[config.mk]
export PLATFORM = sky130hd
export DESIGN_NAME = mtfd_ctrl
export DESIGN_NICKNAME = d
export VERILOG_FILES = /design/src/rtl/core/mtfd_pkg.sv /design/src/rtl/core/mtfd_ctrl.sv
export VERILOG_INCLUDE_DIRS = /design/src /design/src/rtl/core
export SDC_FILE = /design/constraint.sdc
export NUM_CORES = 1
export LEC_CHECK = 0
export BUFFER_PORTS_ARGS = -buffer_cell sky130_fd_sc_hd__buf_4
export CELL_PAD_IN_SITES_DETAIL_PLACEMENT = 0
export CELL_PAD_IN_SITES_GLOBAL_PLACEMENT = 1
export CORE_MARGIN = 5
export CORE_UTILIZATION = 38
export CTS_CLUSTER_DIAMETER = 100
export DETAILED_ROUTE_END_ITERATION = 10
export PLACE_DENSITY = 0.87
export SETUP_SLACK_MARGIN = 0.5
export SLEW_MARGIN = 20
export SYNTH_ARGS = -nofsm -noshare
export SYNTH_HDL_FRONTEND = slang
export SYNTH_SLANG_ARGS = --single-unit
[constraint.sdc]
create_clock -name clk -period 4.2 [get_ports clk]
set_clock_uncertainty 0.2 [all_clocks]
set_input_delay 0 -clock clk [delete_from_list [all_inputs] [get_ports clk]]
set_output_delay 0 -clock clk [all_outputs]
set_load 0.05 [all_outputs]
[src/rtl/core/assert_macros.svh]
// ----------------------------------------------------------------
// Assertion macros
// Shared concurrent assertion forms used across the delay core.
// ----------------------------------------------------------------
`ifndef ASSERT_MACROS_SVH
`define ASSERT_MACROS_SVH

// The condition holds at every clock edge outside reset.
`define ASSERT_ALWAYS(label, ck, rn, cond) \
    label: assert property (@(posedge ck) disable iff (!rn) (cond)) \
        else $error("invariant check failed");

// The consequent holds in the same cycle as the antecedent.
`define ASSERT_IMPLIES(label, ck, rn, ante, cons) \
    label: assert property (@(posedge ck) disable iff (!rn) (ante) |-> (cons)) \
        else $error("same-cycle implication failed");

// The consequent holds in the cycle after the antecedent.
`define ASSERT_NEXT(label, ck, rn, ante, cons) \
    label: assert property (@(posedge ck) disable iff (!rn) (ante) |=> (cons)) \
        else $error("next-cycle implication failed");

`endif

[src/rtl/core/mtfd_pkg.sv]
// ----------------------------------------------------------------
// Multi-tap feedback delay package
// Sizes, codes, controller/datapath bundles and fixed-point helpers.
// ----------------------------------------------------------------
package mtfd_pkg;

    // Storage sizes
    localparam int BUFFER_DEPTH = 262144;
    localparam int MAX_TAPS     = 128;
    localparam int SAMPLE_WIDTH = 16;

    // Field widths fixed by the interface
    localparam int GAIN_W       = 16;
    localparam int DELAY_W      = 18;
    localparam int TAP_INDEX_W  = 7;
    localparam int TAP_COUNT_W  = 8;
    localparam int CFG_IDX_W    = 4;
    localparam int CFG_DATA_W   = 16;

    // Derived widths
    localparam int BUF_AW    = $clog2(BUFFER_DEPTH);
    localparam int TAP_IDX_W = $clog2(MAX_TAPS);
    localparam int TAP_CNT_W = TAP_IDX_W + 1;
    localparam int MUL_A_W   = SAMPLE_WIDTH + 1;
    localparam int MUL_B_W   = GAIN_W + 1;
    localparam int PROD_W    = MUL_A_W + MUL_B_W;
    localparam int ACC_W     = PROD_W + TAP_IDX_W;
    localparam int POS_W     = ((BUF_AW > DELAY_W) ? BUF_AW : DELAY_W) + 1;
    localparam int TCMP_W    = (TAP_CNT_W > TAP_COUNT_W) ? TAP_CNT_W : TAP_COUNT_W;

    // Rescaling shifts of the fixed-point products
    localparam int IN_SHIFT  = 12;
    localparam int FB_SHIFT  = 15;
    localparam int TAP_SHIFT = 14;
    localparam int MIX_SHIFT = 15;
    localparam int TERM_W    = PROD_W - IN_SHIFT;

    // Register reset values
    localparam logic [GAIN_W-1:0]      INPUT_GAIN_RST = 16'd4096;
    localparam logic [GAIN_W-1:0]      FEEDBACK_RST   = 16'd0;
    localparam logic [GAIN_W-1:0]      WET_MIX_RST    = 16'd32768;
    localparam logic [TAP_COUNT_W-1:0] TAP_COUNT_RST  = 8'd2;

    // Saturation bounds in accumulator width
    localparam logic signed [ACC_W-1:0] SAT_HI =
        ACC_W'((64'd1 << (SAMPLE_WIDTH - 1)) - 64'd1);
    localparam logic signed [ACC_W-1:0] SAT_LO = ~SAT_HI;

    // Configuration register indexes
    typedef enum logic [CFG_IDX_W-1:0] {
        CFG_INPUT_GAIN = 4'd0,
        CFG_FEEDBACK   = 4'd1,
        CFG_WET_MIX    = 4'd2,
        CFG_TAP_COUNT  = 4'd3
    } cfg_index_t;

    // Item kinds
    typedef enum logic {
        OP_SAMPLE    = 1'b0,
        OP_TAP_WRITE = 1'b1
    } op_t;

    // Operand selection of the shared multiplier
    typedef enum logic [1:0] {
        MUL_INPUT,
        MUL_FEEDBACK,
        MUL_TAP,
        MUL_MIX
    } mul_sel_t;

    // Commands from the controller to the datapath
    typedef struct packed {
        logic                 accept;
        logic                 tap_write;
        logic                 mul_en;
        mul_sel_t             mul_sel;
        logic                 term_load;
        logic                 line_write;
        logic                 acc_clear;
        logic                 tap_issue;
        logic [TAP_IDX_W-1:0] tap_addr;
        logic                 sum_load;
        logic                 out_load;
    } ctrl_cmd_t;

    // Status from the datapath to the controller
    typedef struct packed {
        logic [TAP_CNT_W-1:0] tap_num;
        logic                 pipe_busy;
        logic                 out_free;
    } ctrl_status_t;

    // Add half an LSB of the result, then arithmetic shift right.
    function automatic logic signed [ACC_W-1:0] round_shr(
        input logic signed [ACC_W-1:0] v,
        input int unsigned             s
    );
        logic signed [ACC_W-1:0] bias;
        bias        = '0;
        bias[s - 1] = 1'b1;
        return (v + bias) >>> s;
    endfunction

    // Clip to the signed sample range.
    function automatic logic signed [SAMPLE_WIDTH-1:0] saturate(
        input logic signed [ACC_W-1:0] v
    );
        logic signed [SAMPLE_WIDTH-1:0] r;
        if (v > SAT_HI)
        begin
            r = SAT_HI[SAMPLE_WIDTH-1:0];
        end
        else if (v < SAT_LO)
        begin
            r = SAT_LO[SAMPLE_WIDTH-1:0];
        end
        else
        begin
            r = v[SAMPLE_WIDTH-1:0];
        end
        return r;
    endfunction

endpackage

[src/rtl/core/mtfd_ctrl.sv]
// ----------------------------------------------------------------
// Multi-tap delay controller
// Sequences one item at a time: tap writes and the sample steps.
// ----------------------------------------------------------------
`include "assert_macros.svh"

module mtfd_ctrl
    import mtfd_pkg::*;
(
    input  logic         clk,
    input  logic         rst_n,
    input  logic         in_valid,
    output logic         in_stall,
    input  logic         operation,
    input  ctrl_status_t status,
    output ctrl_cmd_t    cmd
);

    typedef enum logic [3:0] {
        ST_IDLE,
        ST_TAP_WRITE,
        ST_MUL_IN,
        ST_MUL_FB,
        ST_LINE_WRITE,
        ST_TAPS,
        ST_DRAIN,
        ST_SUM,
        ST_MIX,
        ST_OUT
    } state_t;

    state_t               state_reg;
    logic [TAP_IDX_W-1:0] cnt_reg;
    logic                 last_tap;

    // The tap counter has reached the final tap in use.
    assign last_tap = (TAP_CNT_W'(cnt_reg) + TAP_CNT_W'(1)) == status.tap_num;

    // Items are taken only between samples.
    assign in_stall = (state_reg != ST_IDLE);

    // State and tap counter.
    always_ff @(posedge clk or negedge rst_n)
    begin
        if (!rst_n)
        begin
            state_reg <= ST_IDLE;
            cnt_reg   <= '0;
        end
        else
        begin
            case (state_reg)
                ST_IDLE:
                begin
                    if (in_valid)
                    begin
                        state_reg <= (operation == OP_TAP_WRITE) ? ST_TAP_WRITE : ST_MUL_IN;
                    end
                end
                ST_TAP_WRITE:  state_reg <= ST_IDLE;
                ST_MUL_IN:     state_reg <= ST_MUL_FB;
                ST_MUL_FB:     state_reg <= ST_LINE_WRITE;
                ST_LINE_WRITE:
                begin
                    cnt_reg   <= '0;
                    state_reg <= ST_TAPS;
                end
                ST_TAPS:
                begin
                    if (last_tap)
                    begin
                        state_reg <= ST_DRAIN;
                    end
                    else
                    begin
                        cnt_reg <= cnt_reg + TAP_IDX_W'(1);
                    end
                end
                ST_DRAIN:
                begin
                    if (!status.pipe_busy)
                    begin
                        state_reg <= ST_SUM;
                    end
                end
                ST_SUM:        state_reg <= ST_MIX;
                ST_MIX:        state_reg <= ST_OUT;
                ST_OUT:
                begin
                    if (status.out_free)
                    begin
                        state_reg <= ST_IDLE;
                    end
                end
                default:       state_reg <= ST_IDLE;
            endcase
        end
    end

    // Datapath commands per state.
    always_comb
    begin
        cmd          = '0;
        cmd.mul_sel  = MUL_TAP;
        cmd.tap_addr = cnt_reg;
        case (state_reg)
            ST_IDLE:       cmd.accept = in_valid;
            ST_TAP_WRITE:  cmd.tap_write = 1'b1;
            ST_MUL_IN:
            begin
                cmd.mul_en  = 1'b1;
                cmd.mul_sel = MUL_INPUT;
            end
            ST_MUL_FB:
            begin
                cmd.term_load = 1'b1;
                cmd.mul_en    = 1'b1;
                cmd.mul_sel   = MUL_FEEDBACK;
            end
            ST_LINE_WRITE:
            begin
                cmd.line_write = 1'b1;
                cmd.acc_clear  = 1'b1;
            end
            ST_TAPS:
            begin
                cmd.tap_issue = 1'b1;
                cmd.mul_en    = 1'b1;
            end
            ST_DRAIN:      cmd.mul_en = 1'b1;
            ST_SUM:        cmd.sum_load = 1'b1;
            ST_MIX:
            begin
                cmd.mul_en  = 1'b1;
                cmd.mul_sel = MUL_MIX;
            end
            ST_OUT:        cmd.out_load = status.out_free;
            default:       cmd.accept = 1'b0;
        endcase
    end

    // An accepted sample starts with the input product.
    `ASSERT_NEXT(a_sample_starts, clk, rst_n, in_valid && !in_stall && operation == OP_SAMPLE, state_reg == ST_MUL_IN)
    // Every issued tap lies within the clamped tap count.
    `ASSERT_IMPLIES(a_issue_in_range, clk, rst_n, cmd.tap_issue, TAP_CNT_W'(cnt_reg) < status.tap_num)

endmodule

==> metrics.md, run 1 <==
| Metric | Value |
|---|---|
| Die Ht | `60.9 µm` |
| Aggregate global-route resource usage | `14.7%` |
| Layout area overhead | `30.4%` |
| CTS tree | `built` |
| Gr ovfl total | `0` |
| ANT nets after route | `0` |
| Top FF cell, synth | `dfrtp_1` |
| Asr flop ratio synth | `100%` |
| Switching share of power | `59.8%` |
| Cell leakage power | `0.000580 µW` |
| Ant diodes | `0` |
| Detailed Route Iter0 Violations | `30` |
| Worst-Margin Slew | `0.960 ns` |
| Most common cell after layout, fill and taps aside | `buf_4` |
| Post-Syn Area | `983 µm²` |
| Fin. max-slew vios | `0` |
| Max reg flops | `7` |
| Post-cts resize count | `0` |
| Global-route wire length before repair | `4110 µm` |
| FMAX | `367 MHz` |
| Fill cells | `254` |
| PortBufs | `32` |
| WP data arrival | `2.71 ns` |
| I/O pin count | `33` |
| Initial core utilization | `39.7%` |
| Drt drc | `0` |
| Syn Inst Count | `124` |
| Element type at the critical path start | `flip-flop` |
| Post-Route Setup TNS | `0 ns` |
| Wl on met1 | `1100 µm` |
| CP max stage cell | `or4_1` |
| Tmin final | `2.73 ns` |
| Layout cells sized above 1 | `26.3%` |
| Netlist cell types | `40` |
| Synthesized Nets | `139` |
| Sw power | `622 µW` |
| Critical Path RT | `4.18 ns` |
| Die Wd | `60.9 µm` |
| Worst IR Drop VDD | `0.536 mV` |
| Hold WC Path Type | `in2reg` |
| Critical path endpoint category | `flip-flop` |
| Worst-Skew Late Latency | `0.27 ns` |
| Vias per Instance | `5.66` |
| Vias in the first global route | `929` |
| Drt total wl | `2490 µm` |
| Sequential power share | `25.4%` |
| WL met2 | `1250 µm` |
| Most frequent cells in the layout | `32 x buf_4, 11 x nand2_1, 11 x nor2_1, 11 x dfrtp_1, 10 x nand3_1` |
| Root buf cell | `clkbuf_4` |
| DIE AREA | `0.00371 mm²` |
| Final Hold Vio Count | `0` |
| Crit-path leading delay family | `simple AND/OR/NAND/NOR gates` |
| Hold Path Origin | `status[1]` |
| P_int | `418 µW` |
| Nets | `172` |
| Clk slew on worst S/H paths | `0.06 ns` |
| Yosys reg bits | `11` |
| Largest net degree at the start of global routing | `14` |
| Max Used Layer | `met4` |
| Num CTS Buffers | `3` |
| Max clock buf depth | `2` |
| Cells along the critical path | `ha_1 > nand3_1 > o21a_1 > or4_1 > o31ai_1 > mux2i_1` |
| Status | `finished, final reports clean` |
| Max FO, Critical Path | `8` |
| Post-Syn Area per Cell | `7.93 µm²` |
| CP peak stage delay | `0.68 ns` |
| FF-to-FF Start | `cnt_reg[0]$_DFFE_PN0P_` |
| Initial DRT Pass Iterations | `6` |
| FP Rows | `18` |
| Crit path kind | `reg2reg` |
| CTS Sinks | `11` |
| Detail Placement HPWL | `1930 µm` |
| Post-synth EDFFs | `0` |
| CP Buf/Inv Count | `0` |
| Initial antenna violation count | `0` |
| Core Footprint | `0.00248 mm²` |
| Comb power frac | `67.8%` |
| Seq/Total Area, Yosys | `28.0%` |
| Wire per inst | `13.4 µm` |
| Pwr per Cell Area | `811 mW/mm²` |
| Final period util | `64.9%` |
| Slew headroom | `35.5%` |
| Clock power frac | `6.8%` |
| # setup viols final | `0` |
| Worst Setup SP | `cnt_reg[0]$_DFFE_PN0P_` |
| Tot Pwr | `1040 µW` |
| RSZ-0062 raised after global routing | `no` |
| Met3 WL | `136 µm` |
| GP Congestion | `0.813` |
| Vias | `1052` |
| YS warnings | `0` |
| H-tree depth | `1` |
| Max Cap Violations | `0` |
==> worst paths after layout <==
| check | to | slack [ns] | depth (start not counted) |
|---|---|---|---|
| min in group asynchronous | cnt_reg[2]$_DFFE_PN0P_ | 0.56 | 3 |
| max in group asynchronous | cnt_reg[0]$_DFFE_PN0P_ | 2.90 | 3 |
| setup / recovery | cnt_reg[0]$_DFFE_PN0P_ | 1.47 | 6 |
| hold / removal | state_reg[0]$_DFFE_PN0P_ | 0.03 | 6 |
| hold reg to reg | cnt_reg[0]$_DFFE_PN0P_ | 0.40 | 1 |
| setup reg to reg | cnt_reg[0]$_DFFE_PN0P_ | 1.47 | 6 |
==> worst register-to-register path, cell delays in order (launching register included) <==
cell and delay (ns):
dfrtp_1 0.46, ha_1 0.31, nand3_1 0.16, o21a_1 0.20
or4_1 0.68, o31ai_1 0.41, mux2i_1 0.23
==> power groups by stage <==
stage	Clock, µW	Sequential, µW	Combinational [µW]
2_1_floorplan	0	292	495
3_3_place_gp	0	263	701
3_5_place_dp	0	265	707
4_1_cts	74.3	263	711
5_1_grt	80.4	277	758
6_report	70.6	264	706
==> area by class of cell <==
cell class	count	area, µm²	area share (%)
multi-input combinational	94	616	48.0
inverter	10	37.5	2.93
tap	30	37.5	2.93
sequential	11	275	21.5
timing repair buffer	37	290	22.6
clock buffer	4	26.3	2.05
==> layer usage <==
metal | vias up | track usage, %
met5 | - | 0
met4 | 0 | 2.79
met3 | 2 | 3.83
met2 | 24 | 25.3
met1 | 505 | 18.6
li1 | 521 | -
==> what timing repair did <==
action	4_1_cts	5_1_grt
hold buffers	5	0
endpoints found under the hold margin	14	0
buffers inserted	0	0
==> metrics by stage <==
step	cell area (µm²)	instances	hold WS, ns	worst slack, ns	util [%]
global placement	1210	177	-0.360	1.52	48.7
detailed placement	1210	177	-0.358	1.44	48.7
finish	1280	186	0.0313	1.47	51.8
floorplan	983	124	-0.496	1.37	-
CTS	1280	186	0.0284	1.48	51.8
global route	1280	186	0.0646	1.28	51.8
==> logic make-up (layout without fill, tap and decap cells) <==
kind of cell	Yosys count	after routing	share of synthesized area (%)
AND/OR/NAND/NOR	56	56	30.0
flip-flops	11	11	28.0
AO/OA/AOI/OAI	25	25	20.5
buffers and inverters	19	51	9.41
XOR/XNOR	11	11	9.80
multiplexers	1	1	1.02
adder cells (fa/ha/maj)	1	1	1.27
==> cells in the mapped netlist (all sizes together), types with 4 or more instances <==
library cell / count / area (µm²)
o311ai: 7 / 61.3
xor2: 7 / 61.3
nor3: 7 / 35.0
o31ai: 6 / 45.0
nor2: 11 / 41.3
nand3: 10 / 50.1
xnor2: 4 / 35.0
inv: 9 / 33.8
dfrtp: 11 / 275
nand2: 11 / 41.3
buf: 7 / 47.6
and3: 4 / 25.0
Power figures use the tool's default switching activity.
==> run 2: changes to the inputs <==
- CORE_UTILIZATION: 38 -> 32
- PLACE_DENSITY: 0.87 -> 0.78
- clock period: 4.2 -> 2.25 ns (I/O delays scaled with it)
==> run 2 against run 1 <==
  * The run now ends with setup timing left
  * Register-to-register slack worse by 1.6 ns
  * Hold slack better by 0.0036 ns
  * Sequential share of layout area is 3.9 points lower
  * Final cell count is 15% higher
  * Critical path type unchanged
  * Critical endpoint is now cnt_reg[1]$_DFFE_PN0P_
  * Highest routed layer unchanged
==> metrics.md, run 2 (same netlist as run 1, synthesis figures left out) <==
| Metric | Value |
|---|---|
| WP data arrival | `2.34 ns (-0.37 ns)` |
| Aggregate global-route resource usage | `15.7% (+1.0 points)` |
| # setup viols final | `9 (+9)` |
| DIE AREA | `0.00428 mm² (+16%)` |
| Die Wd | `65.4 µm (+7.5%)` |
| Hold Path Sink | `state_reg[0]$_DFFE_PN0P_` |
| Cells along the critical path | `ha_4 > and3b_2 > a2111oi_2 > or4_4 > o31a_4 > o32ai_2` |
| Most frequent cells in the layout | `53 x buf_4, 10 x nand2_1, 9 x nand3_1` |
| Vias per Instance | `5.68 (+0.44%)` |
| Die Ht | `65.4 µm (+7.5%)` |
| Drt drc | `0 (unchanged)` |
| Reg2Reg Depth | `6 (unchanged)` |
| Nets | `196 (+14%)` |
| CTS tree | `built` |
| Initial DRT Pass Iterations | `4 (-2)` |
| Register-to-register setup slack | `-0.13 ns (-1.60 ns)` |
| Hold-critical path depth | `6 (unchanged)` |
| Critical path endpoint category | `flip-flop` |
| Hold Path Origin | `status[1]` |
| H-tree depth | `1 (unchanged)` |
| Fill cells | `281 (+11%)` |
| Wire per inst | `15.8 µm (+18%)` |
| Slew headroom | `58.9% (+23 points)` |
| Tmin final | `2.38 ns (-0.350 ns)` |
| CP peak stage delay | `0.54 ns (-0.14 ns)` |
| Final period util | `106% (+41 points)` |
| Critical Path RT | `2.22 ns (-1.96 ns)` |
| Initial antenna violation count | `0 (unchanged)` |
| Gr ovfl total | `0 (unchanged)` |
| Ant diodes | `0 (unchanged)` |
| FF-to-FF End | `cnt_reg[1]$_DFFE_PN0P_` |
| Num CTS Buffers | `3 (unchanged)` |
| Hold WC Path Type | `in2reg` |
| ANT nets after route | `0 (unchanged)` |
| Vias in the first global route | `1178 (+27%)` |
| CTS Sinks | `11 (unchanged)` |
| Worst IR Drop VDD | `0.572 mV (+6.6%)` |
| CP max stage cell | `or4_4` |
| Cell area after layout | `0.00161 mm² (+25%)` |
| I/O pin count | `33 (unchanged)` |
| PortBufs | `32 (unchanged)` |
| Worst-Margin Slew | `0.612 ns (-0.348 ns)` |
| Detail Placement HPWL | `2440 µm (+26%)` |
| Final core utilization | `53.5% (+1.8 points)` |
| Crit path kind | `reg2reg` |
| Most common cell after layout, fill and taps aside | `buf_4` |
| FF-to-FF Start | `cnt_reg[0]$_DFFE_PN0P_` |
| Post-Layout Cell Count | `213 (+15%)` |
| Worst-Skew Late Latency | `0.27 ns (about the same)` |
| FMAX | `421 MHz (+15%)` |
| Drt total wl | `3370 µm (+35%)` |
| Post-Route Setup TNS | `-0.770 ns (-0.770 ns)` |
| Element type at the critical path start | `flip-flop` |
| Failing checks | `setup timing` |
| Global-route wire length before repair | `5350 µm (+30%)` |
| Final Hold Vio Count | `0 (unchanged)` |
| Max Cap Violations | `0 (unchanged)` |
| GP Congestion | `0.869 (+6.9%)` |
| Layout area overhead | `63.5%` |
| Layout cells sized above 1 | `50.0% (+24 points)` |
| RSZ-0062 raised after global routing | `yes` |
| Status | `finished, violations left` |
| Max clock buf depth | `2 (unchanged)` |
| Dpl cell area | `0.00141 mm² (+17%)` |
| Clk slew on worst S/H paths | `0.07 ns (about the same)` |
| Max reg flops | `7 (unchanged)` |
| Fin. max-slew vios | `0 (unchanged)` |
| Detailed Route Iter0 Violations | `67 (+120%)` |
| Core Footprint | `0.00300 mm² (+21%)` |
| Max FO, Critical Path | `7 (-1)` |
| Root buf cell | `clkbuf_4` |
| Largest net degree at the start of global routing | `14 (unchanged)` |
| Cell leakage power | `0.000720 µW (+24%)` |
| Worst setup margin | `-0.127 ns (-1.60 ns)` |
| FP Rows | `20 (+2)` |
| Dpl cells | `200 (+13%)` |
| Vias | `1210 (+15%)` |
| Crit-path leading delay family | `simple AND/OR/NAND/NOR gates` |
| Pwr per Cell Area | `1520 mW/mm² (+87%)` |
| CP Buf/Inv Count | `0 (unchanged)` |
| Initial core utilization | `32.7% (-6.9 points)` |
## run 2: cell types whose count changed in the layout (fill, tap and decap cells not counted), sizes merged
cell | previous run | this run
buf | 32 | 56
## run 2: worst max path at each step
stage                                start                     end  slack, ns  depth (start not counted)
floorplan           cnt_reg[0]$_DFFE_PN0P_  cnt_reg[2]$_DFFE_PN0P_      -0.25                          7
global placement    cnt_reg[0]$_DFFE_PN0P_  cnt_reg[4]$_DFFE_PN0P_      -0.05                          6
detailed placement  cnt_reg[0]$_DFFE_PN0P_  cnt_reg[3]$_DFFE_PN0P_      -0.15                          6
CTS                 cnt_reg[0]$_DFFE_PN0P_  cnt_reg[1]$_DFFE_PN0P_      -0.10                          6
global route        cnt_reg[0]$_DFFE_PN0P_  cnt_reg[2]$_DFFE_PN0P_      -0.18                          6
finish              cnt_reg[0]$_DFFE_PN0P_  cnt_reg[1]$_DFFE_PN0P_      -0.13                          6
## run 2: stage by stage
step           total power [µW]  setup WS, ns  hold slack (ns)
2_1_floorplan              1550        -0.255           -0.496
3_3_place_gp               2080       -0.0469           -0.355
3_5_place_dp               2110        -0.145           -0.355
5_1_grt                    2590        -0.184           0.0972
4_1_cts                    2330        -0.103           0.0315
6_report                   2440        -0.127           0.0348
## run 2: timing repair
action | 4_1_cts | 5_1_grt
pin swaps | 2 | 1
gates resized for setup | 13 | 4
buffers inserted | 0 | 4
cloned | 0 | 0
hold buffers | 5 | 0
endpoints found under the hold margin | 14 | 0
setup endpoints to repair | 11 | 11
## run 2: layer usage
| layer | part of all wire [%] | wire length (µm) | track usage, % | vias to the layer above |
|---|---|---|---|---|
| li1 | - | - | - | 570 |
| met1 | 42 | 1420 | 19.0 | 584 |
| met2 | 50 | 1690 | 27.8 | 46 |
| met3 | 5.6 | 187 | 4.10 | 10 |
| met4 | 2.0 | 67 | 3.37 | 0 |
| met5 | 0 | 0 | 0 | - |
## run 2: power breakdown
part	internal [µW]	switching, µW
combinational	716	1180
clock	68.6	69.1
sequential	291	116
## run 2: final cells by class
cell class	count	area, µm²	area share (%)
multi-input combinational	94	729	45.4
sequential	11	283	17.6
timing repair buffer	61	490	30.5
clock buffer	4	26.3	1.63
tap	33	41.3	2.57
inverter	10	37.5	2.33
## run 2: tightest hold or removal path, stage by stage
cell	delay (ns)
buf_4	0.07
nand2_1	0.04
nand2_1	0.05
a221oi_1	0.06
o311ai_0	0.13
nand3_1	0.09
==> run 3: changes to the inputs <==
- PLACE_DENSITY: 0.78 -> 0.85
==> run 3 against run 2 <==
  * The flow still finishes with violations (setup timing)
  * Utilization up 1.2 points
  * Setup slack better by 0.047 ns
  * Die area unchanged
  * Clock-buffer cell count unchanged
  * Non-clock buffer count up 2
  * Via count down 4.7%
  * Design area up 2.2%
  * Critical path depth up 1
  * Flip-flop and latch count unchanged
  * Critical endpoint is now cnt_reg[4]$_DFFE_PN0P_
  * Largest power group unchanged
  * Highest routed layer unchanged
==> metrics.md, run 3 (same netlist as run 1, synthesis figures left out) <==
| Metric | Value |
|---|---|
| Vias per Instance | `5.36 (-5.6%)` |
| Critical Path RT | `2.22 ns (about the same)` |
| Global-route wire length before repair | `5260 µm (-1.8%)` |
| Detail Placement HPWL | `2300 µm (-5.8%)` |
| PortBufs | `32 (unchanged)` |
| CTS tree | `built` |
| Worst-Margin Slew | `0.532 ns (-0.0800 ns)` |
| Slew headroom | `64.4% (+5.5 points)` |
| WP data arrival | `2.30 ns (-0.04 ns)` |
| Pwr per Cell Area | `1450 mW/mm² (-4.5%)` |
| Cell leakage power | `0.000722 µW (+0.23%)` |
| Worst setup margin | `-0.0807 ns (+0.0466 ns)` |
| P_int | `1040 µW (-3.1%)` |
| Drt total wl | `3240 µm (-3.7%)` |
| Gr ovfl total | `0 (unchanged)` |
| CP Buf/Inv Count | `1 (+1)` |
| Max FO, Critical Path | `7 (unchanged)` |
| Worst-Skew Late Latency | `0.28 ns (about the same)` |
| # setup viols final | `8 (-1)` |
| Drt drc | `0 (unchanged)` |
| Cells along the critical path | `buf_6 > ha_4 > and3b_2 > a2111oi_1 > or4_4 > o31a_4 > o311ai_1` |
| Dpl cells | `199 (-0.50%)` |
| CP max stage cell | `or4_4` |
| Tmin final | `2.33 ns (-0.0466 ns)` |
| Root buf cell | `clkbuf_4` |
| Aggregate global-route resource usage | `15.7% (+0.019 points)` |
| Sw power | `1340 µW (-1.8%)` |
| Crit-path leading delay family | `simple AND/OR/NAND/NOR gates` |
| Die Ht | `65.4 µm (unchanged)` |
| WHS | `0.168 ns (+0.133 ns)` |
| Worst path depth | `7 (+1)` |
| Ant diodes | `0 (unchanged)` |
| Core Footprint | `0.00300 mm² (unchanged)` |
| Final core utilization | `54.7% (+1.2 points)` |
| Worst IR Drop VDD | `1.02 mV (+78%)` |
| Failing checks | `setup timing` |
| Comb power frac | `77.2% (-0.5 points)` |
| RSZ-0062 raised after global routing | `yes` |
| GP Congestion | `0.813 (-6.5%)` |
| Critical path endpoint category | `flip-flop` |
| Layout area overhead | `67.0%` |
| Sequential power share | `17.1% (+0.4 points)` |
| Initial core utilization | `32.7% (unchanged)` |
| Post-Layout Cell Count | `215 (+0.94%)` |
| Fill cells | `279 (-0.71%)` |
| FP Rows | `20 (unchanged)` |
| Switching share of power | `56.3% (+0.34 points)` |
| Post-Route Setup TNS | `-0.446 ns (+0.324 ns)` |
| CP peak stage delay | `0.45 ns (-0.09 ns)` |
| I/O pin count | `33 (unchanged)` |
| Max clock buf depth | `2 (unchanged)` |
| Hold-critical path depth | `6 (unchanged)` |
| CTS Sinks | `11 (unchanged)` |
| Num CTS Buffers | `3 (unchanged)` |
| Max reg flops | `7 (unchanged)` |
| Most common cell after layout, fill and taps aside | `buf_4` |
| Status | `finished, violations left` |
| Clock power frac | `5.8% (+0.2 points)` |
| Max Cap Violations | `0 (unchanged)` |
| Fin. max-slew vios | `0 (unchanged)` |
| Crit path kind | `reg2reg` |
| DIE AREA | `0.00428 mm² (unchanged)` |
| Vias in the first global route | `1169 (-0.76%)` |
| Hold WC Path Type | `in2reg` |
| Initial DRT Pass Iterations | `4 (unchanged)` |
| Vias | `1153 (-4.7%)` |
| Nets | `198 (+1.0%)` |
| Clk slew on worst S/H paths | `0.07 ns (about the same)` |
| Layout cells sized above 1 | `48.9% (-1.1 points)` |
| Final period util | `104% (-2.1 points)` |
| Element type at the critical path start | `flip-flop` |
| Initial antenna violation count | `0 (unchanged)` |
| FMAX | `429 MHz (+2.0%)` |
| Most frequent cells in the layout | `53 x buf_4, 11 x nand2_1, 9 x inv_1, 9 x nand3_1` |
| Reg2Reg Depth | `7 (+1)` |
| Pre-CTS setup slack | `-0.177 ns (-0.0312 ns)` |
| H-tree depth | `1 (unchanged)` |
| Detailed Route Iter0 Violations | `43 (-36%)` |
| Final Hold Vio Count | `0 (unchanged)` |
| ANT nets after route | `0 (unchanged)` |
| Largest net degree at the start of global routing | `14 (unchanged)` |
| Wire per inst | `15.1 µm (-4.6%)` |
| Die Wd | `65.4 µm (unchanged)` |
## run 3: area by class of cell
type / count / area (µm²) / area share (%)
multi-input cells: 94 / 752 / 45.8
repair buffers: 63 / 503 / 30.6
flip-flops and latches: 11 / 283 / 17.2
well taps: 33 / 41.3 / 2.51
inverters: 10 / 37.5 / 2.28
clock buffers: 4 / 26.3 / 1.60
## run 3: timing repair
| action | in CTS | in global routing |
|---|---|---|
| setup buffers | 4 | 2 |
| hold buffers | 6 | 0 |
| endpoints found under the hold margin | 14 | 0 |
| pin swaps | 2 | 1 |
| resized for setup | 10 | 10 |
| endpoints found under the setup margin | 12 | 13 |
## run 3: worst register-to-register path, stage by stage (launching register included)
cell and delay [ns]:
dfrtp_2 0.42, buf_6 0.12, ha_4 0.17, and3b_2 0.23, a2111oi_1 0.05, or4_4 0.45
o31a_4 0.35, o311ai_1 0.24
## run 3: worst paths after layout
kind / startpoint / endpoint / slack [ns]
worst max-delay path: cnt_reg[1]$_DFFE_PN0P_ / cnt_reg[4]$_DFFE_PN0P_ / -0.08
worst min-delay path: status[2] / state_reg[0]$_DFFE_PN0P_ / 0.17
worst max register to register: cnt_reg[1]$_DFFE_PN0P_ / cnt_reg[4]$_DFFE_PN0P_ / -0.08
worst min register to register: state_reg[3]$_DFFE_PN0P_ / state_reg[2]$_DFFE_PN0P_ / 0.43
max in group asynchronous: rst_n / cnt_reg[4]$_DFFE_PN0P_ / 0.88
min in group asynchronous: rst_n / state_reg[3]$_DFFE_PN0P_ / 0.58
## run 3: power by group through the flow
stage	clock network [µW]	logic (µW)	registers [µW]
2_1_floorplan	0	992	563
3_3_place_gp	0	1620	419
3_5_place_dp	0	1640	427
4_1_cts	143	1720	426
5_1_grt	159	1970	424
6_report	137	1840	407
## run 3: layer usage
metal  part of all wire [%]  GRT usage, %  vias to the layer above
met5                      0             0                        -
met4                    1.9          8.29                        0
met3                    5.5          2.74                        5
met2                     52          28.7                       35
met1                     40          17.2                      543
li1                       -             -                      570
## run 3: stage by stage
step	power (µW)	cell area (µm²)
2_1_floorplan	1550	1040
3_3_place_gp	2040	1410
3_5_place_dp	2070	1410
4_1_cts	2290	1570
5_1_grt	2560	1640
6_report	2380	1640
